$ cat src/tlb_pkg.sv
`default_nettype none

package tlb_pkg;

    localparam int TLB_ENTRIES_DEF = 16;
    localparam int PID_W           = 8;
    localparam int PAGE_W          = 20;
    localparam int OFFSET_W        = 12;
    localparam int VA_W            = PAGE_W + OFFSET_W;
    localparam int IN_TDATA_W      = 80;
    localparam int OUT_TDATA_W     = 32;

    typedef enum logic [0:0] {
        KIND_LOOKUP = 1'b0,
        KIND_INSERT = 1'b1
    } kind_t;

    // Search token walking down the row of entry cells.
    // For a lookup, found marks a match and frame picks up the entry's frame.
    // For an insert, found marks an empty entry and frame carries the new frame;
    // seen marks that at least one valid entry has been compared for age.
    typedef struct packed {
        logic              active;
        kind_t             kind;
        logic [PID_W-1:0]  pid;
        logic [PAGE_W-1:0] page;
        logic [OFFSET_W-1:0] offset;
        logic [PAGE_W-1:0] frame;
        logic              found;
        logic              seen;
    } tlb_tok_t;

    // Update broadcast to every cell once the token has left the row.
    typedef struct packed {
        logic              en;
        logic              write;
        logic [PID_W-1:0]  pid;
        logic [PAGE_W-1:0] page;
        logic [PAGE_W-1:0] frame;
    } tlb_upd_t;

endpackage

`default_nettype wire

$ cat src/tlb_cell.sv
`default_nettype none

module tlb_cell
    import tlb_pkg::*;
#(
    parameter int TLB_ENTRIES = TLB_ENTRIES_DEF,
    parameter int CELL_IDX    = 0,
    localparam int IW = (TLB_ENTRIES > 1) ? $clog2(TLB_ENTRIES) : 1,
    localparam int LW = IW + 1
) (
    input  wire logic          clk,
    input  wire logic          rst_n,
    input  wire tlb_tok_t      tok_in,
    input  wire logic [IW-1:0] idx_in,
    input  wire logic [IW-1:0] rank_in,
    output tlb_tok_t           tok_out,
    output logic [IW-1:0]      idx_out,
    output logic [IW-1:0]      rank_out,
    input  wire tlb_upd_t      upd,
    input  wire logic [IW-1:0] upd_idx,
    input  wire logic [LW-1:0] upd_limit
);

    localparam logic [IW-1:0] MY_IDX = IW'(CELL_IDX);

    logic              valid_reg, valid_next;
    logic [IW-1:0]     rank_reg,  rank_next;
    logic [PID_W-1:0]  pid_reg;
    logic [PAGE_W-1:0] page_reg;
    logic [PAGE_W-1:0] frame_reg;

    tlb_tok_t      tok_reg,  tok_next;
    logic [IW-1:0] idx_reg,  idx_next;
    logic [IW-1:0] rnk_reg,  rnk_next;

    logic hit_here;
    logic mine;

    // Search step for this entry
    always_comb
    begin
        tok_next = tok_in;
        idx_next = idx_in;
        rnk_next = rank_in;
        hit_here = valid_reg && (pid_reg == tok_in.pid) && (page_reg == tok_in.page);
        if (tok_in.active && !tok_in.found)
        begin
            unique case (tok_in.kind)
                KIND_LOOKUP:
                begin
                    if (hit_here)
                    begin
                        tok_next.found = 1'b1;
                        tok_next.frame = frame_reg;
                        idx_next       = MY_IDX;
                        rnk_next       = rank_reg;
                    end
                end
                KIND_INSERT:
                begin
                    if (!valid_reg)
                    begin
                        tok_next.found = 1'b1;
                        idx_next       = MY_IDX;
                    end
                    else if (!tok_in.seen || (rank_reg > rank_in))
                    begin
                        tok_next.seen = 1'b1;
                        idx_next      = MY_IDX;
                        rnk_next      = rank_reg;
                    end
                end
                default:
                begin
                    tok_next = tok_in;
                end
            endcase
        end
    end

    // Recency update
    always_comb
    begin
        mine       = (upd_idx == MY_IDX);
        valid_next = valid_reg;
        rank_next  = rank_reg;
        if (upd.en)
        begin
            if (mine)
            begin
                rank_next = '0;
                if (upd.write)
                begin
                    valid_next = 1'b1;
                end
            end
            else if (valid_reg && ({1'b0, rank_reg} < upd_limit))
            begin
                rank_next = rank_reg + 1'b1;
            end
        end
    end

    always_ff @(posedge clk or negedge rst_n)
    begin
        if (!rst_n)
        begin
            valid_reg <= 1'b0;
            rank_reg  <= '0;
            tok_reg   <= '0;
        end
        else
        begin
            valid_reg <= valid_next;
            rank_reg  <= rank_next;
            tok_reg   <= tok_next;
        end
    end

    always_ff @(posedge clk)
    begin
        idx_reg        <= idx_next;
        rnk_reg        <= rnk_next;
        if (upd.en && upd.write && mine)
        begin
            pid_reg   <= upd.pid;
            page_reg  <= upd.page;
            frame_reg <= upd.frame;
        end
    end

    assign tok_out  = tok_reg;
    assign idx_out  = idx_reg;
    assign rank_out = rnk_reg;

endmodule

`default_nettype wire

$ cat src/tlb_lru_lookup_insert.sv
// Fully associative TLB, 4 KB pages, least-recently-used replacement.
// Input stream (s_axis_*): one transfer is one item. tuser[0] selects lookup (0)
// or insert (1); tdata carries pid, virtual address, page number and frame.
// Output stream (m_axis_*): exactly one transfer per item. tuser[0] is hit,
// tdata the physical address (frame << 12 | offset), zero on miss or insert.
// Each entry sits in its own cell; the cells form a row and a search token
// steps one cell per cycle through the cell registers, then waits in the end
// register until the output can take it, and its result is then registered
// in the output register. The row holds one item at a time: the input
// reopens when the result is registered, so a new item is taken only after
// the last one is finished.
// The recency ranks and the written entry are updated in the same cycle the
// result is registered.
// Reset empties every entry and drops any item in flight.
// A stalled output holds its result; a finished search then waits in the end
// register, and the input stays closed until that search is committed.
`default_nettype none

module tlb_lru_lookup_insert
    import tlb_pkg::*;
#(
    parameter int TLB_ENTRIES = TLB_ENTRIES_DEF
) (
    input  wire logic                   clk,
    input  wire logic                   rst_n,
    input  wire logic                   s_axis_tvalid,
    output logic                        s_axis_tready,
    // [7:0] pid, [39:8] virtual_address, [59:40] page_number, [79:60] frame_number
    input  wire logic [IN_TDATA_W-1:0]  s_axis_tdata,
    // [0] kind
    input  wire logic [0:0]             s_axis_tuser,
    output logic                        m_axis_tvalid,
    input  wire logic                   m_axis_tready,
    // [31:0] physical_address
    output logic [OUT_TDATA_W-1:0]      m_axis_tdata,
    // [0] hit
    output logic [0:0]                  m_axis_tuser
);

    localparam int IW = (TLB_ENTRIES > 1) ? $clog2(TLB_ENTRIES) : 1;
    localparam int LW = IW + 1;
    localparam logic [LW-1:0] ALL_LIMIT = LW'(TLB_ENTRIES);

    tlb_tok_t      tok_w  [0:TLB_ENTRIES];
    logic [IW-1:0] idx_w  [0:TLB_ENTRIES];
    logic [IW-1:0] rank_w [0:TLB_ENTRIES];

    logic busy_reg, busy_next;
    logic fin_valid_reg, fin_valid_next;
    tlb_tok_t      fin_tok_reg;
    logic [IW-1:0] fin_idx_reg;
    logic [IW-1:0] fin_rank_reg;

    logic                   out_valid_reg, out_valid_next;
    logic                   out_hit_reg,   out_hit_next;
    logic [OUT_TDATA_W-1:0] out_pa_reg,    out_pa_next;

    logic          in_xfer;
    logic          commit;
    tlb_upd_t      upd;
    logic [IW-1:0] upd_idx;
    logic [LW-1:0] upd_limit;
    logic          hit;

    assign s_axis_tready = !busy_reg;
    assign in_xfer       = s_axis_tvalid && !busy_reg;

    always_comb
    begin
        tok_w[0].active = in_xfer;
        tok_w[0].kind   = kind_t'(s_axis_tuser[0]);
        tok_w[0].pid    = s_axis_tdata[7:0];
        tok_w[0].offset = s_axis_tdata[19:8];
        tok_w[0].frame  = s_axis_tdata[79:60];
        tok_w[0].found  = 1'b0;
        tok_w[0].seen   = 1'b0;
        if (kind_t'(s_axis_tuser[0]) == KIND_INSERT)
        begin
            tok_w[0].page = s_axis_tdata[59:40];
        end
        else
        begin
            tok_w[0].page = s_axis_tdata[39:20];
        end
        idx_w[0]  = '0;
        rank_w[0] = '0;
    end

    for (genvar g = 0; g < TLB_ENTRIES; g++)
    begin : g_cell
        tlb_cell #(
            .TLB_ENTRIES (TLB_ENTRIES),
            .CELL_IDX    (g)
        ) u_cell (
            .clk       (clk),
            .rst_n     (rst_n),
            .tok_in    (tok_w[g]),
            .idx_in    (idx_w[g]),
            .rank_in   (rank_w[g]),
            .tok_out   (tok_w[g+1]),
            .idx_out   (idx_w[g+1]),
            .rank_out  (rank_w[g+1]),
            .upd       (upd),
            .upd_idx   (upd_idx),
            .upd_limit (upd_limit)
        );
    end

    // Commit: result out, entries updated
    always_comb
    begin
        commit         = fin_valid_reg && (!out_valid_reg || m_axis_tready);
        hit            = (fin_tok_reg.kind == KIND_LOOKUP) && fin_tok_reg.found;
        upd.pid        = fin_tok_reg.pid;
        upd.page       = fin_tok_reg.page;
        upd.frame      = fin_tok_reg.frame;
        upd.write      = (fin_tok_reg.kind == KIND_INSERT);
        upd.en         = commit && (upd.write || fin_tok_reg.found);
        upd_idx        = fin_idx_reg;
        if (upd.write && fin_tok_reg.found)
        begin
            upd_limit = ALL_LIMIT;
        end
        else
        begin
            upd_limit = {1'b0, fin_rank_reg};
        end

        fin_valid_next = fin_valid_reg;
        busy_next      = busy_reg;
        out_valid_next = out_valid_reg;
        out_hit_next   = out_hit_reg;
        out_pa_next    = out_pa_reg;

        if (m_axis_tready)
        begin
            out_valid_next = 1'b0;
        end
        if (in_xfer)
        begin
            busy_next = 1'b1;
        end
        if (tok_w[TLB_ENTRIES].active)
        begin
            fin_valid_next = 1'b1;
        end
        if (commit)
        begin
            fin_valid_next = 1'b0;
            busy_next      = 1'b0;
            out_valid_next = 1'b1;
            out_hit_next   = hit;
            out_pa_next    = hit ? {fin_tok_reg.frame, fin_tok_reg.offset} : '0;
        end
    end

    always_ff @(posedge clk or negedge rst_n)
    begin
        if (!rst_n)
        begin
            busy_reg      <= 1'b0;
            fin_valid_reg <= 1'b0;
            out_valid_reg <= 1'b0;
        end
        else
        begin
            busy_reg      <= busy_next;
            fin_valid_reg <= fin_valid_next;
            out_valid_reg <= out_valid_next;
        end
    end

    always_ff @(posedge clk)
    begin
        if (tok_w[TLB_ENTRIES].active)
        begin
            fin_tok_reg  <= tok_w[TLB_ENTRIES];
            fin_idx_reg  <= idx_w[TLB_ENTRIES];
            fin_rank_reg <= rank_w[TLB_ENTRIES];
        end
        out_hit_reg <= out_hit_next;
        out_pa_reg  <= out_pa_next;
    end

    assign m_axis_tvalid   = out_valid_reg;
    assign m_axis_tdata    = out_pa_reg;
    assign m_axis_tuser[0] = out_hit_reg;

endmodule

`default_nettype wire

$ cat config.mk
export PLATFORM = sky130hd
export DESIGN_NAME = tlb_lru_lookup_insert
export DESIGN_NICKNAME = d
export VERILOG_FILES = /design/src/tlb_pkg.sv /design/src/tlb_cell.sv /design/src/tlb_lru_lookup_insert.sv
export SDC_FILE = /design/constraint.sdc
export NUM_CORES = 2
export LEC_CHECK = 0
export BUFFER_PORTS_ARGS = -buffer_cell sky130_fd_sc_hd__buf_2
export CORE_UTILIZATION = 30
export CTS_BUF_LIST = sky130_fd_sc_hd__clkbuf_4 sky130_fd_sc_hd__clkbuf_8
export DETAILED_ROUTE_END_ITERATION = 10
export GPL_ROUTABILITY_DRIVEN = 0
export RECOVER_POWER = 25
export SYNTH_ARGS = -nofsm -noshare
export SYNTH_HDL_FRONTEND = slang
export SYNTH_SLANG_ARGS = --single-unit
$ cat constraint.sdc
create_clock -name clk -period 4.6 [get_ports clk]
set_input_delay 0.23 -clock clk [delete_from_list [all_inputs] [get_ports clk]]
set_output_delay 0.23 -clock clk [all_outputs]
set_load 0.01 [all_outputs]
# Word-level counts from Yosys, hierarchy flattened
# Cells that the tools add are included.
[totals]
out_inout_bits = 35
wordCells = 867
ram_bits = 0
rom_bits = 0
input_bits = 85
mem_count = 0
latch_bits = 0
reg_bits = 2101
[op_classes]
eq_ne = 47
magnitude_cmp = 31
mul = 0
bitwise = 17
n_shift = 0
addsub = 16
mux = 319
reduce_logical = 186
div_mod_pow = 0
[ops]
columns = ["op", "count"]
rows = [
  ["$mux 4", 151],
  ["$mux 20", 17],
  ["$mux 21", 16],
  ["$mux 22", 15],
  ["$eq 20x20->1", 16],
  ["$pmux 4 s2", 31],
  ["$eq 8x8->1", 16],
  ["$logic_and 1x1->1", 85],
  ["$lt 4x5->1", 16],
  ["$mux 1", 71],
  ["$add 4x1->4 const B", 16],
  ["$mux 64", 1],
  ["$gt 4x4->1", 15],
  ["$reduce_and 3->1", 16],
  ["$reduce_bool 2->1", 19],
  ["$eq 4x4->1 const B", 8],
  ["$logic_not 1->1", 32],
  ["$pmux 1 s2", 16],
  ["$reduce_and 2->1", 16],
  ["$logic_or 1x1->1", 17],
  ["$not 1->1", 17],
  ["$eq 4x3->1 const B", 4],
  ["$eq 4x2->1 const B", 2],
  ["$mux 5", 1],
  ["2 further kinds", 2],
]

# Depth between registers and ports, before layout
[depth]
depth_word = 6
depth_mapped = 9
ltp_nobuf = 8

# Cells and area by module
# Synthesis repeated with hierarchy kept, for this count alone.
[unflattened]
hier_cells = 4419
area_unflattened_um2 = 74846.8
[by_module_without_submodules]
columns = ["mod", "area_per_inst_um2", "n_inst", "cells_each"]
rows = [
  ["tlb_cell (g_cell[5].u_cell ...)", 4423.0, 4, 268],
  ["tlb_cell (g_cell[1].u_cell ...)", 4421.7, 4, 268],
  ["tlb_cell (g_cell[10].u_cell ...)", 4342.9, 3, 253],
  ["tlb_cell (g_cell[11].u_cell)", 4583.1, 1, 280],
  ["tlb_cell (g_cell[15].u_cell)", 4576.9, 1, 272],
  ["tlb_cell (g_cell[3].u_cell)", 4576.9, 1, 273],
  ["tlb_cell (g_cell[12].u_cell)", 4475.5, 1, 257],
  ["tlb_cell (g_cell[0].u_cell)", 4450.5, 1, 253],
  ["tlb_lru_lookup_insert", 3776.1, 1, 181],
]

# Worst setup path before layout
# No wires, ideal clock.
[synth_timing]
path_kind = "register to register"
start = "reg out_valid_reg, in the netlist m_axis_tvalid"
end = "reg g_cell[7].u_cell.frame_reg[0] (enable)"
t_arrival_ps = 4351
stages_incl_launch_ff = 7
setup_slack_ps = -205
required_ps = 4146
setup_ps = 454
path_cell_list = "dfrtp_1 > nand2b_1 > and2_1 > clkbuf_1 > nand2_1 > clkbuf_1 > nor2_1"
[synth_via]
elab_chain_len = 6
[synth_rtl]
columns = ["item", "line", "rtl"]
rows = [
  ["start, declared", "tlb_lru_lookup_insert.sv:54", "logic out_valid_reg, out_valid_next;"],
  ["start signal, assigned", "tlb_lru_lookup_insert.sv:169", "out_valid_reg <= out_valid_next;"],
  ["$logic_not 1->1", "tlb_lru_lookup_insert.sv:112", "commit = fin_valid_reg && (!out_valid_reg || m_axis_tready);"],
  ["$logic_or 1x1->1", "tlb_lru_lookup_insert.sv:112", ""],
  ["$logic_and 1x1->1", "tlb_lru_lookup_insert.sv:112", ""],
  ["via commit", "tlb_lru_lookup_insert.sv:59", "logic commit;"],
  ["$logic_and 1x1->1", "tlb_lru_lookup_insert.sv:118", "upd.en = commit && (upd.write || fin_tok_reg.found);"],
  ["$logic_and 1x1->1 (2 in series)", "tlb_cell.sv:124", "if (upd.en && upd.write && mine)"],
  ["end signal, assigned", "tlb_cell.sv:128", "frame_reg <= upd.frame;"],
  ["end, declared", "tlb_cell.sv:30", "logic [PAGE_W-1:0] frame_reg;"],
]
# The timed path passes the listed nets, and every way through them passes these cells.
# A chain may end at the register's enable or synchronous reset.

==> flow_metrics.py <==
metrics = {
    "power": {
        "p_switching_uw": 10540,
        "p_comb_frac": 0.097,
        "p_per_area_nw_per_um2": 500.3,
        "pwr-share-clk": 0.381,
        "power_uw": 43020,
        "power.internal_uw": 32480,
        "p_leak_uw": 0.03379,
        "p_sw_frac": 0.2450,
        "seqPwrFrac": 0.522,
        "peakVddDrop_v": 0.0003985,
    },
    "route": {
        "viasPerCell": 4.344,
        "drt-pass1-iter-count": 8,
        "drt_iter0_drc": 2148,
        "postRouteAntennaNets": 0,
        "route.vias.total": 35740,
        "drt-total-wl_mm": 157.5,
        "route.detailed.drc": 4,
        "wl_per_cell_um": 19.14,
    },
    "timing": {
        "slew_headroom": -0.8335,
        "final_hold_viol_count": 0,
        "fin_crit_sh": 0.7878,
        "fmax_mhz": 275.9,
        "max_slew.worst_pin.slew_ps": 2750,
        "rsz0062_at_grt": "false",
        "finalMaxSlewViolations": 161,
        "min_period_ps": 3624,
        "hold_slack_ps": 101.8,
        "finalSetupViolations": 0,
        "finalClockSkew_ps": 75.80,
        "tns_ps": 0,
    },
    "floorplanning": {
        "die_area_sq_um": 242200,
        "start_util": 0.3024,
        "ioPinCount": 120,
        "rows": 179,
        "die_w_um": 492.1,
        "dieHeight_um": 492.1,
        "fp.coreArea_sq_um": 238300,
    },
    "flow_run": {
        "maxCapViolCount": 4,
    },
    "setup_path": {
        "start_kind": "input pin",
        "crit_family": "buffers and inverters",
        "path_buf_inv": 3,
        "cp-end-kind": "register",
        "crit_type": "in -> reg",
        "arrival_ps": 4490,
        "crit_chain": "dlygate4sd3_1 -> clkbuf_1 -> mux2_2 -> xor2_1 -> nor4_1 -> nand4_1 -> nor3_4 -> buf_4 -> mux2_1",
        "slowest_delay_ps": 1160,
        "cp.required_ps": 5470,
        "critical_path.slowest_cell": "clkbuf_1",
        "critPathMaxFanout": 24,
    },
    "cells_and_area": {
        "regArea_sq_um": 56100,
        "largest_reg_flops": 1023,
        "syn_to_final_growth_pct": 19.34,
        "nets": 4992,
        "drive_gt1_frac": 0.2491,
        "multiInputGateArea_sq_um": 15480,
        "fillCellCount": 22410,
        "final_core_util": 0.3609,
    },
    "min_path": {
        "hold_class": "in -> reg",
    },
    "placement": {
        "dpl.hpwl_mm": 101.7,
        "portBuffers": 119,
    },
    "clocking": {
        "cts_max_path_buffers": 4,
        "clkSinkCount": 2090,
        "cts-root-buf": "clkbuf_8",
        "htreeDepth": 5,
        "cts_tree": "done",
        "cts_buffers": 341,
        "clock_latency_ps": 1020,
        "cts_resized": 0,
        "clk_pin_slew_ps": 60,
    },
    "logic_synthesis": {
        "async_flop_share": 0.5292,
        "synth_area_per_cell_sq_um": 17.41,
        "syn-num-nets": 4348,
        "ys.flop_type": "dfrtp_1",
        "yosysTopAreaCellShare": 0.3841,
        "syn-cell-area_sq_um": 72060,
        "synth_edf_count": 871,
        "synth_cells": 4139,
        "ys_seq_elements": 2090,
        "ys_top_cells_by_count": "dfrtp_1, edfxtp_1, mux2_2",
        "synth_area_leaders": "dfrtp_1, edfxtp_1, mux2_2",
        "synth_top_cell_by_area": "dfrtp_1",
        "yosys.cell_count.top_type": "dfrtp_1",
        "ys_seq_area_frac": 0.7784,
        "yosysWarnings": 0,
        "yosys.cell_types.count": 61,
    },
    "global_routing": {
        "grt_max_degree": 115,
        "gr-total-overflow": 0,
        "antenna_found_initial": 12,
        "grtUsageTotal": 0.1314,
        "grt_pass1_wl_mm": 240.9,
        "grt_pass1_vias": 38520,
    },
    "outcome": {
        "violations": "DRC, capacitance limit, slew limit",
        "status": "finished with violations",
    },
}
cells in the final DEF (no fill, tap or decap), types with 112 or more instances in the layout:
cell type         n
mux2_2          381
dlygate4sd3_1   156
edfxtp_1        871
nand2_1         134
clkbuf_4        158
xnor2_1         210
inv_1           112
dfrtp_1        1105
clkbuf_8        414
dfxtp_1         113
ha_1            124
xor2_1          247
buf_2           115
power by group through the flow:
| stage | clock (uW) | combinational, uW | sequential (uW) |
|---|---|---|---|
| finish | 16400 | 4160 | 22500 |
| global route | 17700 | 4720 | 22600 |
| CTS | 16900 | 4210 | 22500 |
| detailed placement | 0 | 4080 | 22800 |
| global placement | 0 | 3930 | 22800 |
| floorplan | 0 | 2690 | 22200 |
stage by stage:
step	cell area (sq um)	setup slack, ps	instances
finish	86000	975.9	8226
CTS	86070	1465	8222
global placement	77330	1003	7450
global route	85990	763.2	8223
detailed placement	77330	1045	7450
floorplan	72060	-204.7	4139
metal layers:
| metal | part of all wire | routed length, um | GRT usage | up-vias |
|---|---|---|---|---|
| li1 | - | - | - | 16130 |
| met1 | 0.45 | 70180 | 0.1719 | 18650 |
| met2 | 0.50 | 78020 | 0.2211 | 740 |
| met3 | 0.041 | 6437 | 0.02468 | 222 |
| met4 | 0.018 | 2844 | 0.03881 | 0 |
| met5 | 0 | 0 | 0 | - |
tightest hold or removal path: stages:
cell and delay [ps]:
buf_2 80, mux2_2 130, dlygate4sd3_1 580
logic make-up (layout without fill, tap and decap cells):
| kind of cell | count (synthesis) | in the layout | share of synthesized area |
|---|---|---|---|
| adder cells (fa/ha/maj) | 124 | 124 | 0.02153 |
| AO/OA/AOI/OAI | 262 | 262 | 0.02483 |
| other | 0 | 4 | 0 |
| flip-flops | 2090 | 2090 | 0.7784 |
| AND/OR/NAND/NOR | 638 | 638 | 0.04745 |
| XOR/XNOR | 457 | 457 | 0.05555 |
| buffers and inverters | 166 | 1082 | 0.009116 |
| multiplexers | 402 | 402 | 0.06308 |
what timing repair did:
action                    CTS  global route
hold endpoints to repair  972             0
setup buffers               0             0
hold buffers              157             0
area by class of cell:
type / count / area share
clock inverter: 43 / 0.003114
antenna: 4 / 0.0001164
clock buffer: 572 / 0.08005
tap: 3167 / 0.04608
timing repair buffer: 355 / 0.03345
multi-input combinational: 1883 / 0.1800
inverter: 112 / 0.004889
sequential: 2090 / 0.6523
path summary, 6_finish.rpt:
check / from / depth (start not counted) / end / slack, ps
setup / recovery: s_axis_tuser / 9 / g_cell[0].u_cell.tok_out[12] / 980
hold / removal: s_axis_tdata[39] / 3 / g_cell[0].u_cell.tok_out[53] / 100
setup reg to reg: g_cell[14].u_cell.tok_out[55] / 7 / g_cell[15].u_cell.rank_out[3] / 1500
min in group asynchronous: rst_n / 3 / g_cell[0].u_cell.tok_out[11] / 1600
max in group asynchronous: rst_n / 4 / g_cell[6].u_cell.tok_out[12] / 1120
hold reg to reg: g_cell[14].u_cell.tok_out[27] / 0 / g_cell[15].u_cell.tok_out[27] / 340
Power figures use the tool's default switching activity.
